`src/sv/tsp_pkg.sv`:
```
package tsp_pkg;

  // Packet geometry
  localparam int PAYLOAD_BYTES = 184;
  localparam int POS_W         = 8;

  // Continuity counter table, indexed by all 13 PID bits
  localparam int PID_ENTRIES = 8192;
  localparam int SLOT_W      = $clog2(PID_ENTRIES);
  localparam int CC_W        = 4;

  // Queue between front and back
  localparam int QDEPTH = 4;
  localparam int QPTR_W = $clog2(QDEPTH);
  localparam int QCNT_W = $clog2(QDEPTH + 1);

  // Header constants
  localparam logic [7:0] SYNC_BYTE  = 8'h47;
  localparam logic [1:0] ADAPT_CTRL = 2'b01;

  // Config reset value
  localparam logic [7:0] STUFF_RESET = 8'hFF;

  // Result kinds
  localparam logic KIND_HEADER  = 1'b0;
  localparam logic KIND_PAYLOAD = 1'b1;

  // One classified section byte, optionally preceded by a header
  typedef struct packed {
    logic              has_hdr;
    logic              pusi;
    logic [12:0]       pid;
    logic [CC_W-1:0]   cc;
    logic [7:0]        data;
    logic              pend;
    logic [7:0]        stuff;
  } tsp_item_t;

endpackage

```
`src/sv/tsp_back.sv`:
```
module tsp_back (
  input  logic                       clk,
  input  logic                       rst,
  input  logic                       q_push,
  input  tsp_pkg::tsp_item_t         q_item,
  output logic [tsp_pkg::QCNT_W-1:0] q_count,
  input  logic                       pop,
  output logic                       empty,
  output logic                       item_kind,
  output logic [31:0]                header_word,
  output logic [7:0]                 payload_byte,
  output logic                       packet_end,
  output logic [7:0]                 stuffing_count,
  output logic                       run_last
);

  tsp_pkg::tsp_item_t          entries [tsp_pkg::QDEPTH];
  logic [tsp_pkg::QPTR_W-1:0]  wr_ptr;
  logic [tsp_pkg::QPTR_W-1:0]  rd_ptr;
  logic [tsp_pkg::QCNT_W-1:0]  count;
  logic                        phase;

  tsp_pkg::tsp_item_t          head;
  logic                        hdr_beat;
  logic                        beat;
  logic                        deq;

  assign head     = entries[rd_ptr];
  assign empty    = (count == '0);
  assign hdr_beat = head.has_hdr && !phase;
  assign beat     = pop && !empty;
  assign deq      = beat && !hdr_beat;
  assign q_count  = count;

  // Queue storage
  always_ff @(posedge clk) begin
    if (q_push) begin
      entries[wr_ptr] <= q_item;
    end
  end

  // Pointers, fill count and header/payload phase
  always_ff @(posedge clk) begin
    if (rst) begin
      wr_ptr <= '0;
      rd_ptr <= '0;
      count  <= '0;
      phase  <= 1'b0;
    end else begin
      if (q_push) begin
        wr_ptr <= wr_ptr + tsp_pkg::QPTR_W'(1);
      end
      if (deq) begin
        rd_ptr <= rd_ptr + tsp_pkg::QPTR_W'(1);
      end
      if (q_push && !deq) begin
        count <= count + tsp_pkg::QCNT_W'(1);
      end else if (!q_push && deq) begin
        count <= count - tsp_pkg::QCNT_W'(1);
      end
      if (beat) begin
        phase <= hdr_beat;
      end
    end
  end

  // Result beat from the queue head
  always_comb begin
    if (hdr_beat) begin
      item_kind      = tsp_pkg::KIND_HEADER;
      header_word    = {tsp_pkg::SYNC_BYTE, 1'b0, head.pusi, 1'b0, head.pid,
                        2'b00, tsp_pkg::ADAPT_CTRL, head.cc};
      payload_byte   = 8'd0;
      packet_end     = 1'b0;
      stuffing_count = 8'd0;
      run_last       = 1'b0;
    end else begin
      item_kind      = tsp_pkg::KIND_PAYLOAD;
      header_word    = 32'd0;
      payload_byte   = head.data;
      packet_end     = head.pend;
      stuffing_count = head.stuff;
      run_last       = 1'b1;
    end
  end

endmodule

```
`config.mk`:
```
export PLATFORM = sky130hd
export DESIGN_NAME = tsp_back
export DESIGN_NICKNAME = d
export VERILOG_FILES = /design/src/sv/tsp_pkg.sv /design/src/sv/tsp_back.sv
export SDC_FILE = /design/constraint.sdc
export NUM_CORES = 1
export LEC_CHECK = 0
export ABC_CLOCK_PERIOD_IN_PS = 5600
export BUFFER_PORTS_ARGS = -buffer_cell sky130_fd_sc_hd__buf_4
export CORE_MARGIN = 1.5
export CORE_UTILIZATION = 53
export DETAILED_ROUTE_END_ITERATION = 6
export PLACE_DENSITY = 0.75
export SLEW_MARGIN = 20
export SYNTH_ARGS = -nofsm -noshare
export SYNTH_HDL_FRONTEND = slang
export SYNTH_SLANG_ARGS = --single-unit
```
`constraint.sdc`:
```
create_clock -name clk -period 5.6 [get_ports clk]
set_clock_uncertainty 0.15 [all_clocks]
set_input_delay 0.28 -clock clk [delete_from_list [all_inputs] [get_ports clk]]
set_output_delay 0.28 -clock clk [all_outputs]
set_load 0.01 [all_outputs]
```
# Yosys cells after proc, flatten, opt, wreduce, memory -nomap -nowiden
# Memory sizes are Yosys's and may differ from the RTL's. A register that Yosys moved wholly into a read port is not among the register bits.
# Index checks and enable logic that the tools add are counted.
[op_classes] n_addsub=4 n_reduce_logical=12 muxes=11
[op_table] operator="$mux W31" n=1
[op_table] operator="$mux W8" n=2
[op_table] operator="$mux W3" n=2
[op_table] operator="$logic_and A1 B1 Y1" n=5
[op_table] operator="$logic_not A1 Y1" n=5
[op_table] operator="$add A2 B1 Y2 const B" n=2
[op_table] operator="$mux W1" n=4
[op_table] operator="$mux W2" n=2
[op_table] operator="$add A3 B1 Y3 const B" n=1
[op_table] operator="$logic_not A3 Y1" n=1
[op_table] operator="$sub A3 B1 Y3 const B" n=1
[op_table] operator="$reduce_bool A2 Y1" n=1
[totals] reg_bits=8 n_memories=1 ramBits=144
[mem_list] memory="entries" depth=4 width=36 read_ports=1 rd_clocked_by_memory_dff=1 wr=1 line_no="tsp_back.sv:17" rtl="tsp_pkg::tsp_item_t entries [tsp_pkg::QDEPTH];"

# Depth between registers and ports, before layout
[logic_depth] depth_word=7 ltp_mapped=10 ltp_nobuf=9

# Worst setup path before layout
# No wires, ideal clock.
[synth_timing] path_type="register -> register" startpoint="register count (netlist bit q_count[1])" endpoint="register count (netlist bit q_count[2])" required_ns=5.379 arrival_ns=2.103 path_stages_with_launch=10 setup_ns=0.071 n_path_buf=0 synth_period_minus_slack_ns=2.323 path_slack_ns=3.277 cell_sequence="dfxtp_1 o31ai_1 a221oi_4 inv_1 ha_1 inv_1 fa_1 xor2_1 or3_1 a21oi_1"
[synth_between] elab_chain_cells=7 elab_cells_between_ends=12
[synth_rtl] item="start, declared" line_no="tsp_back.sv:20" rtl="logic [tsp_pkg::QCNT_W-1:0] count;"
[synth_rtl] item="start signal, assigned" line_no="tsp_back.sv:57" rtl="count <= count + tsp_pkg::QCNT_W'(1);"
[synth_rtl] item="start signal, assigned" line_no="tsp_back.sv:59" rtl="count <= count - tsp_pkg::QCNT_W'(1);"
[synth_rtl] item="parallel branches: the longest is 7 deep, another holds $sub A3 B1 Y3"
# Several ways; the timed one is not identified. The select of a mux whose other input is x is not followed.
# A chain may end at the register's enable or synchronous reset.

==> impl_metrics.py <==
metrics = {
    "logic_synthesis": {
        "ys_top_cells_by_area": "edfxtp_1, mux4_2, dfxtp_1",
        "avgSynthCellArea_sq_um": 20.5,
        "yosysWarnings": 0,
        "ys_seq_area_frac": 0.735,
        "postSynth.asyncResetShare": 0,
        "synthAdderAreaFrac": 0.0134,
        "synth.ff_latch_count": 154,
        "synth-edff-count": 144,
        "synth_top_cell_by_area": "edfxtp_1",
        "synth_top_area_frac": 0.702,
        "synth-simple-area-share": 0.0510,
        "synth_top_family_by_area": "multiplexers",
        "yosysUniqueCellTypes": 33,
        "synth_compound_area_frac": 0.0156,
        "synth_area_sq_um": 6160,
        "syn_inst": 301,
        "ys.flop_type": "edfxtp_1",
        "synth_xor_xnor_area_share": 0.00427,
        "synth_mux_area_frac": 0.145,
    },
    "hold_path": {
        "hold_path_startpoint": "q_push",
        "hold_depth": 3,
        "hp-class": "in -> reg",
        "min_to": "wr_ptr[1]",
    },
    "timing": {
        "relSlewSlack": 0.323,
        "fin_crit_sh": 0.643,
        "rsz0062_at_grt": "false",
        "min_period_ns": 3.60,
        "clock.fmax_mhz": 278,
        "hold_viol_final": 0,
        "finalSetupViolations": 0,
        "slew_violations": 0,
        "tns_ns": 0,
        "worst_pin_slew_ns": 1.02,
    },
    "clock_tree": {
        "clk_pin_slew_ns": 0.06,
        "htreeDepth": 4,
        "cts_root_buffer": "clkbuf_16",
        "cts_buffers": 17,
        "numClockSinks": 154,
        "ctsResizeCount": 0,
        "hold_buffers": 37,
        "cts_tree": "yes",
        "cts_setup_buffers": 0,
        "clockBufferDepth": 2,
        "clk_latency_ns": 0.41,
    },
    "worst_setup_path": {
        "criticalPathCategory": "reg -> out",
        "cp.arrival_ns": 3.17,
        "cp.required_ns": 5.17,
        "ff2ff_path_depth": 9,
        "cp_max_fo": 38,
        "cp-start-kind": "flip-flop",
        "end_kind": "output pin",
        "r2r_end": "q_count[2]",
        "reg2reg_slack_ns": 2.50,
    },
    "floorplanning": {
        "die_w_um": 111,
        "die_y_um": 111,
        "io_pins": 95,
        "initial_utilization": 0.542,
        "rows": 39,
        "die_area_sq_um": 12300,
        "fp.coreArea_sq_um": 11400,
    },
    "grt": {
        "grt_max_degree": 39,
        "grt_pass1_wl_mm": 17.0,
        "grt-ovfl-total": 0,
        "grt_pass1_vias": 3194,
        "antenna_found_initial": 0,
        "grt_usage": 0.184,
    },
    "route": {
        "post_drt_via_cell_ratio": 5.32,
        "firstDrtPassIters": 5,
        "wl_per_cell_um": 18.3,
        "drtIter0Drc": 178,
        "ant_nets": 0,
        "num_vias": 3084,
        "wl_mm": 10.6,
        "drc": 0,
    },
    "final_layout": {
        "diodes": 0,
        "syn_to_final_growth_pct": 27.0,
        "layout_common_cells": "edfxtp_1, buf_4, dlygate4sd3_1, mux4_2, nor2b_1",
        "final_net_count": 470,
        "final_util": 0.688,
        "layout_commonest_cell": "edfxtp_1",
        "drive_gt1_frac": 0.368,
    },
    "run": {
        "max-cap-violations": 0,
    },
    "status": {
        "status": "completed",
    },
    "placed_design": {
        "gp_congestion": 0.674,
        "dp_hpwl_mm": 5.82,
        "io_buffer_count": 85,
    },
    "power_and_ir_drop": {
        "leakage_nw": 2.77,
        "max-vdd-ir-drop_v": 0.000247,
        "power_mw": 3.36,
        "powerDensity_nw_per_um2": 430,
    },
}
## kinds of logic after synthesis
kind of cell,after synthesis
multiplexers,43
AND/OR/NAND/NOR,53
other,1
AO/OA/AOI/OAI,9
adder cells (fa/ha/maj),6
flip-flops,154
XOR/XNOR,3
buffers and inverters,32
## layer usage
layer / vias to the layer above / GRT usage / wire [um]
met2: 98 / 0.294 / 5380
met1: 1565 / 0.252 / 4710
met3: 10 / 0.0476 / 451
li1: 1411 / - / -
met4: 0 / 0.0590 / 94
met5: - / 0 / 0
## synth_stat cells, types with 2 or more instances
| library cell | number |
|---|---|
| edfxtp_1 | 144 |
| mux4_2 | 36 |
| and2_1 | 21 |
| nor2b_1 | 21 |
| buf_4 | 20 |
| dfxtp_1 | 10 |
| nor2_1 | 6 |
| ha_1 | 5 |
| inv_1 | 5 |
| buf_6 | 3 |
| mux2_1 | 3 |
| a21oi_1 | 2 |
| buf_2 | 2 |
| clkbuf_1 | 2 |
| mux2i_1 | 2 |
| xor2_1 | 2 |
## power breakdown
part / internal [mW] / total, mW / leakage, nW / switching (mW)
Sequential: 1.33 / 1.38 / 1.41 / 0.0471
Clock: 0.788 / 1.21 / 0.310 / 0.425
Combinational: 0.412 / 0.767 / 1.06 / 0.355
## sequential cells by signal (all words and copies together), names as in the netlist, named ones only
signal   flops
entries    144
q_count      3
rd_ptr       2
wr_ptr       2
phase        1
## worst max-delay path, stage by stage (launching register included)
cell	delay, ns
dfxtp_2	1.00
mux2_2	0.48
a22oi_4	0.82
inv_1	0.23
buf_4	0.22
## through the flow
| step | worst slack (ns) | hold slack, ns | instance area (sq um) | instances |
|---|---|---|---|---|
| after floorplan | 3.28 | 0.229 | 6190 | 309 |
| after global placement | 2.41 | 0.331 | 6820 | 511 |
| after detailed placement | 2.36 | 0.333 | 6820 | 511 |
| after CTS | 1.93 | 0.0154 | 7820 | 580 |
| after global routing | 1.78 | 0.0464 | 7820 | 580 |
| final | 2.00 | 0.0373 | 7820 | 580 |
## how the worst max path moves through the flow
stage | from | endpoint | slack, ns | cells past startpoint
floorplan | q_count[1] | q_count[2] | 3.28 | 9
global placement | flip-flop | header_word[25] | 2.41 | 4
detailed placement | flip-flop | header_word[24] | 2.36 | 4
CTS | flip-flop | header_word[24] | 1.93 | 4
global route | flip-flop | header_word[24] | 1.78 | 4
finish | flip-flop | header_word[24] | 2.00 | 4
## final cells by class
type | count | area (sq um)
clock buffer | 19 | 433
clock inverter | 13 | 199
fill | 731 | 3550
inverter | 5 | 18.8
multi-input combinational | 123 | 1450
sequential | 154 | 4530
tap | 143 | 179
timing repair buffer | 123 | 1020
No activity file was read; power rests on OpenSTA's default activity.
